File: src/rtl/descending_priority_queue_assert.svh
// Assertion macros shared by the priority queue RTL.
`ifndef DESCENDING_PRIORITY_QUEUE_ASSERT_SVH
`define DESCENDING_PRIORITY_QUEUE_ASSERT_SVH

// Same-cycle implication, checked on every rising clock edge out of reset.
`define DPQ_ASSERT_IMPL(label, ante, cons) \
  label: assert property (@(posedge clk_i) disable iff (!rst_ni) (ante) |-> (cons)) \
    else $error("priority queue assertion failed");

// Next-cycle implication, checked on every rising clock edge out of reset.
`define DPQ_ASSERT_NEXT(label, ante, cons) \
  label: assert property (@(posedge clk_i) disable iff (!rst_ni) (ante) |=> (cons)) \
    else $error("priority queue assertion failed");

`endif

File: src/rtl/dpq_pkg.sv
// Shared types and status codes of the descending priority queue.
package dpq_pkg;

  // Result status codes.
  localparam logic [1:0] ST_INSERTED = 2'd0;
  localparam logic [1:0] ST_REMOVED  = 2'd1;
  localparam logic [1:0] ST_EMPTY    = 2'd2;
  localparam logic [1:0] ST_FULL     = 2'd3;

  // One stored queue entry.
  typedef struct packed {
    logic [31:0] pri;
    logic [31:0] val;
  } entry_t;

endpackage

File: src/rtl/dpq_ram.sv
// Generic single-write, single-read RAM with a registered read port.
module dpq_ram #(
  parameter int WIDTH = 64,
  parameter int DEPTH = 16
) (
  input  logic                     clk_i,
  input  logic                     we_i,
  input  logic [$clog2(DEPTH)-1:0] waddr_i,
  input  logic [WIDTH-1:0]         wdata_i,
  input  logic [$clog2(DEPTH)-1:0] raddr_i,
  output logic [WIDTH-1:0]         rdata_o
);

  logic [WIDTH-1:0] mem_q [DEPTH];

  // Write port and registered read port.
  always_ff @(posedge clk_i) begin
    if (we_i) begin
      mem_q[waddr_i] <= wdata_i;
    end
    rdata_o <= mem_q[raddr_i];
  end

endmodule

File: src/rtl/descending_priority_queue.sv
// Descending priority queue: entries kept sorted in a circular RAM buffer.
// A delete reads the head and reports from S_RDHEAD; an insert into an empty or
// full queue, or a delete on empty, is answered from idle; other inserts scan.
// Throughput is set by the single RAM read port: one entry moves per cycle.
// The result strobe fires once per request; the receiver cannot stall it.
// Reset empties the queue at once; no clearing pass over the RAM is needed.
module descending_priority_queue #(
  parameter int CAPACITY = 16
) (
  input  logic               clk_i,
  input  logic               rst_ni,
  input  logic               start,
  output logic               busy,
  input  logic               action_i,
  input  logic signed [31:0] value_i,
  input  logic signed [31:0] priority_req_i,
  output logic               strobe_o,
  output logic [1:0]         status_o,
  output logic signed [31:0] removed_value_o,
  output logic signed [31:0] removed_priority_o,
  output logic [4:0]         occupancy_o
);

  import dpq_pkg::*;

  localparam int IW = (CAPACITY > 1) ? $clog2(CAPACITY) : 1;
  localparam int CW = $clog2(CAPACITY + 1);
  localparam logic [IW:0]   CapW = (IW + 1)'(CAPACITY);
  localparam logic [CW-1:0] CapC = CW'(CAPACITY);

  // Sequencer states.
  localparam logic [1:0] S_IDLE   = 2'd0;
  localparam logic [1:0] S_RDHEAD = 2'd1;
  localparam logic [1:0] S_SCAN   = 2'd2;
  localparam logic [1:0] S_PLACE  = 2'd3;

  logic [1:0]    state_q, state_d;
  logic [IW-1:0] head_q, head_d;
  logic [CW-1:0] count_q, count_d;
  logic [IW-1:0] k_q, k_d;
  entry_t        new_q, new_d;
  logic          strobe_q, strobe_d;
  logic [1:0]    status_q, status_d;
  logic [31:0]   rem_val_q, rem_val_d;
  logic [31:0]   rem_pri_q, rem_pri_d;

  logic          ram_we;
  logic [IW-1:0] ram_waddr;
  entry_t        ram_wdata;
  logic [IW-1:0] ram_raddr;
  entry_t        ram_rdata;

  // Logical slot offset from the head, wrapped into the circular buffer.
  function automatic logic [IW-1:0] wrap_add(input logic [IW-1:0] a, input logic [IW-1:0] b);
    logic [IW:0] s;
    s = {1'b0, a} + {1'b0, b};
    if (s >= CapW) begin
      s = s - CapW;
    end
    return s[IW-1:0];
  endfunction

  dpq_ram #(
    .WIDTH ($bits(entry_t)),
    .DEPTH (CAPACITY)
  ) u_ram (
    .clk_i   (clk_i),
    .we_i    (ram_we),
    .waddr_i (ram_waddr),
    .wdata_i (ram_wdata),
    .raddr_i (ram_raddr),
    .rdata_o (ram_rdata)
  );

  // Request sequencer. An insert scans from the tail toward the head, moving
  // each lower-priority entry up one slot. During the scan the read trails the write by
  // two slots, so no scan read touches an entry that is being written.
  always_comb begin
    state_d   = state_q;
    head_d    = head_q;
    count_d   = count_q;
    k_d       = k_q;
    new_d     = new_q;
    strobe_d  = 1'b0;
    status_d  = status_q;
    rem_val_d = rem_val_q;
    rem_pri_d = rem_pri_q;
    ram_we    = 1'b0;
    ram_waddr = head_q;
    ram_wdata = new_q;
    ram_raddr = head_q;

    case (state_q)
      S_IDLE: begin
        if (start) begin
          new_d.pri = priority_req_i;
          new_d.val = value_i;
          rem_val_d = '0;
          rem_pri_d = '0;
          if (action_i) begin
            if (count_q == '0) begin
              strobe_d = 1'b1;
              status_d = ST_EMPTY;
            end else begin
              state_d = S_RDHEAD;
            end
          end else if (count_q == CapC) begin
            strobe_d = 1'b1;
            status_d = ST_FULL;
          end else if (count_q == '0) begin
            ram_we        = 1'b1;
            ram_wdata.pri = priority_req_i;
            ram_wdata.val = value_i;
            count_d       = count_q + CW'(1);
            strobe_d      = 1'b1;
            status_d      = ST_INSERTED;
          end else begin
            k_d       = IW'(count_q);
            ram_raddr = wrap_add(head_q, k_d - IW'(1));
            state_d   = S_SCAN;
          end
        end
      end

      S_RDHEAD: begin
        rem_val_d = ram_rdata.val;
        rem_pri_d = ram_rdata.pri;
        head_d    = wrap_add(head_q, IW'(1));
        count_d   = count_q - CW'(1);
        strobe_d  = 1'b1;
        status_d  = ST_REMOVED;
        state_d   = S_IDLE;
      end

      S_SCAN: begin
        ram_we    = 1'b1;
        ram_waddr = wrap_add(head_q, k_q);
        if ($signed(ram_rdata.pri) >= $signed(new_q.pri)) begin
          ram_wdata = new_q;
          count_d   = count_q + CW'(1);
          strobe_d  = 1'b1;
          status_d  = ST_INSERTED;
          state_d   = S_IDLE;
        end else begin
          ram_wdata = ram_rdata;
          k_d       = k_q - IW'(1);
          ram_raddr = wrap_add(head_q, k_q - IW'(2));
          if (k_q == IW'(1)) begin
            state_d = S_PLACE;
          end
        end
      end

      S_PLACE: begin
        ram_we    = 1'b1;
        ram_waddr = head_q;
        ram_wdata = new_q;
        count_d   = count_q + CW'(1);
        strobe_d  = 1'b1;
        status_d  = ST_INSERTED;
        state_d   = S_IDLE;
      end

      default: begin
        state_d = S_IDLE;
      end
    endcase
  end

  // Control registers.
  always_ff @(posedge clk_i or negedge rst_ni) begin
    if (!rst_ni) begin
      state_q  <= S_IDLE;
      head_q   <= '0;
      count_q  <= '0;
      k_q      <= '0;
      strobe_q <= 1'b0;
      status_q <= ST_INSERTED;
    end else begin
      state_q  <= state_d;
      head_q   <= head_d;
      count_q  <= count_d;
      k_q      <= k_d;
      strobe_q <= strobe_d;
      status_q <= status_d;
    end
  end

  // Payload registers.
  always_ff @(posedge clk_i) begin
    new_q     <= new_d;
    rem_val_q <= rem_val_d;
    rem_pri_q <= rem_pri_d;
  end

  // Outputs.
  assign busy               = (state_q != S_IDLE);
  assign strobe_o           = strobe_q;
  assign status_o           = status_q;
  assign removed_value_o    = rem_val_q;
  assign removed_priority_o = rem_pri_q;
  assign occupancy_o        = 5'(count_q);

  `include "descending_priority_queue_assert.svh"

  `DPQ_ASSERT_IMPL(a_count_bound, 1'b1, count_q <= CapC)
  `DPQ_ASSERT_IMPL(a_strobe_idle, strobe_q, state_q == S_IDLE)
  `DPQ_ASSERT_NEXT(a_delete_reads, start && !busy && action_i && (count_q != '0),
                   state_q == S_RDHEAD)
  `DPQ_ASSERT_IMPL(a_removed_count, strobe_q && (status_q == ST_REMOVED),
                   (count_q + CW'(1)) == $past(count_q))

endmodule
File: config.mk
export PLATFORM = sky130hd
export DESIGN_NAME = descending_priority_queue
export DESIGN_NICKNAME = d
export VERILOG_FILES = /design/src/rtl/dpq_pkg.sv /design/src/rtl/dpq_ram.sv /design/src/rtl/descending_priority_queue.sv
export VERILOG_INCLUDE_DIRS = /design/src /design/src/rtl
export SDC_FILE = /design/constraint.sdc
export NUM_CORES = 2
export LEC_CHECK = 0
export BUFFER_PORTS_ARGS = -buffer_cell sky130_fd_sc_hd__buf_2
export CORE_AREA = 2 2 307 278
export CTS_CLUSTER_DIAMETER = 50
export CTS_CLUSTER_SIZE = 10
export DETAILED_ROUTE_END_ITERATION = 10
export DIE_AREA = 0 0 309 280
export PLACE_DENSITY_LB_ADDON = 0.2
export SETUP_SLACK_MARGIN = 0.3
export SLEW_MARGIN = 20
export SYNTH_ARGS = -nofsm -noshare
export SYNTH_HDL_FRONTEND = slang
export SYNTH_SLANG_ARGS = --single-unit
File: constraint.sdc
create_clock -name clk_i -period 7.9 [get_ports clk_i]
set_input_delay 1.58 -clock clk_i [delete_from_list [all_inputs] [get_ports clk_i]]
set_output_delay 1.58 -clock clk_i [all_outputs]
set_load 0.01 [all_outputs]
==> flow_summary.ini <==
[global_route]
grt_overflow = 0
grt_pass1_vias = 29600
track_usage_pct = 30.2
grt_max_degree = 129
antenna_found_initial = 4
grt_first_pass_wirelength_um = 191000

[placement]
gp_congestion = 0.851
place_area_sq_um = 51900
io_buffers = 140
dp_hpwl_um = 69900

[cells_and_area]
nNetsFinal = 3590
area_growth_pct = 13.4
drive_above_1_share_pct = 15.9
layout_common_cells = edfxtp_1 (1152), nand2_1 (606), a32o_1 (193), mux2i_1 (193), and3_1 (191)
fillCellCount = 5637
design_area_sq_um = 56300
fin_util_pct = 67.3
final_common_cell = edfxtp_1

[logic_synthesis]
netlist_instances = 3293
syn_nets = 3415
yosysTopAreaCellShare_pct = 69.7
ys.flop_type = edfxtp_1
yosys.cell_types.count = 63
synth_area_sq_um = 49700
yosys.area.top_type = edfxtp_1
synth_seq_cells = 1234
synthArstFlopShare_pct = 1.46
syn_area_per_cell_sq_um = 15.1
ys_seq_area_share_pct = 73.1
synth-edff-count = 1152
yosysWarnings = 0
yosys-top-cells-area = edfxtp_1 (70%), nand2_1 (4.6%), a32o_1 (3.9%)

[die]
die_w_um = 309
start_util_pct = 59.4
dieHeight_um = 280
die_area_sq_um = 86500
core_area_sq_um = 83700
ioPinCount = 141
row_count = 101

[sta]
fmax_mhz = 186
rsz0062_at_grt = false
setup_viol = 0
fin_crit_ns = 5.37
fin_hold_ws_ns = 0.482
tightest_slew_ns = 1.18
slew_violations = 0
slew_headroom_pct = 21.3
hold_viol_final = 0
fin_skew_ns = 0.0321
tns_ns = 0
period_share_pct = 67.9

[setup_path]
start_kind = register
cp_slowest_cell = and4_4
worst-setup-path-type = register to register
cp-end-kind = register
cp.arrival_ns = 5.94
crit_required_ns = 8.48
slowest_delay_ns = 0.99
path_cells = inv_1 > ha_1 > nand2b_1 > a2111o_1 > a32o_1 > o21a_4 > nor4_4 > buf_4 > a221o_1 > and4_4 > buf_4 > a32o_1 > nor4_1
cp_max_fo = 43
crit_start = u_ram.rdata_o[32]
r2r_start = u_ram.rdata_o[32]

[clock_tree]
clk_latency_ns = 0.74
clock_sinks = 1234
htree_num_levels = 4
hold_buffers = 0
clockRootBuffer = clkbuf_16
cts.clk_slew.worst_paths_ns = 0.05
cts_tree = built
cts_setup_buffers = 0
ctsLongestPathBuffers = 3
cts_resized = 0
cts_buffers = 146

[drt]
firstDrtPassIters = 5
drtIter0Drc = 4305
routed_wl_um = 131000
vias = 30400
drcViolationCount = 0
avgRoutedWirePerCell_um = 27.8
avgViaCountPerCell = 6.46
postRouteAntennaNets = 0

[outcome]
status = complete, no violations

[job]
drv_cap = 0

[hold_path]
min_from = status_o[1]
hold_path.class = register to register
logic make-up after synthesis:
family | share of synthesized area (%)
xor gates and xnor gates | 0.335
buffers and inverters | 2.36
AOI/OAI and AO/OA | 8.33
and+or+nand+nor | 9.02
adders and majority gates | 1.42
muxes | 5.39
DFF | 73.1
metal layers:
metal  GRT usage [%]  wire length, um  vias to the layer above
met4            10.2             3150                        2
met2            46.0            60100                     1752
li1                -                -                    13100
met1            43.7            53400                    15400
met5               0               13                        -
met3            6.34            14000                      225
registers in the layout (all words and copies together) (netlist names):
| register | flops |
|---|---|
| u_ram.mem_q | 1024 |
| status_o | 2 |
| state_q | 2 |
| strobe_o | 1 |
| k_q | 4 |
| removed_priority_o | 32 |
| head_q | 4 |
| removed_value_o | 32 |
| new_q | 64 |
| occupancy_o | 5 |
| u_ram.rdata_o | 64 |
path summary, 6_finish.rpt:
check	slack [ns]	depth (start not counted)	endpoint
worst max-delay path	2.53	13	u_ram.rdata_o[4]
worst min-delay path	0.48	1	status_o[1]
worst max register to register	2.53	13	u_ram.rdata_o[4]
worst min register to register	0.48	1	status_o[1]
max in group asynchronous	6.78	1	state_q[1]
min in group asynchronous	0.78	1	head_q[2]
layout make-up:
type | count | area (sq um) | area share [%]
sequential | 1234 | 36300 | 64.5
timing repair buffer | 238 | 1670 | 2.96
clock inverter | 18 | 209 | 0.371
clock buffer | 236 | 4160 | 7.38
multi-input combinational | 1801 | 12300 | 21.9
antenna | 1 | 2.50 | 0.00444
tap | 1133 | 1420 | 2.52
inverter | 47 | 176 | 0.313
Yosys cell counts, types with 3 or more instances:
cell type and count:
o21ai_0 79, buf_2 53, ha_1 50, dfrtp_1 18, nand2_1 607, a21o_1 5
fa_1 4, a32o_1 193, dfxtp_1 64, o31ai_1 3, xor2_1 9, nor4_2 23
buf_6 12, nor4_4 3, and3_1 191, nor3_1 5, nand2b_1 6, nor2_1 32
xnor2_1 10, nand3_1 7, a2111oi_2 14, and4_1 3, or2_2 4, nand4_1 6
edfxtp_1 1152, buf_4 10, inv_1 47, a2111oi_1 10, nor4_1 44, a2111oi_0 40
o211ai_1 4, clkbuf_1 131, mux2i_1 193, a221o_1 3, mux2_2 66, a21oi_1 156
per-stage QoR:
step | setup slack [ns] | cells
3_5_place_dp | 2.53 | 4453
4_1_cts | 2.60 | 4707
2_1_floorplan | 2.02 | 3293
6_report | 2.53 | 4708
5_1_grt | 2.37 | 4708
3_3_place_gp | 2.60 | 4451
worst max-delay path, delay by kind of cell, from the launching register on:
| family | cells | cell delay [ns] |
|---|---|---|
| fa+ha+maj | 1 | 0.30 |
| simple gates | 4 | 1.33 |
| flops | 1 | 0.33 |
| compound gates | 5 | 1.91 |
| buf+inv | 3 | 1.32 |
Power is left out: the tool's default activity adds up to more than one toggle a clock period on the data nets, which glitch-free logic cannot reach.
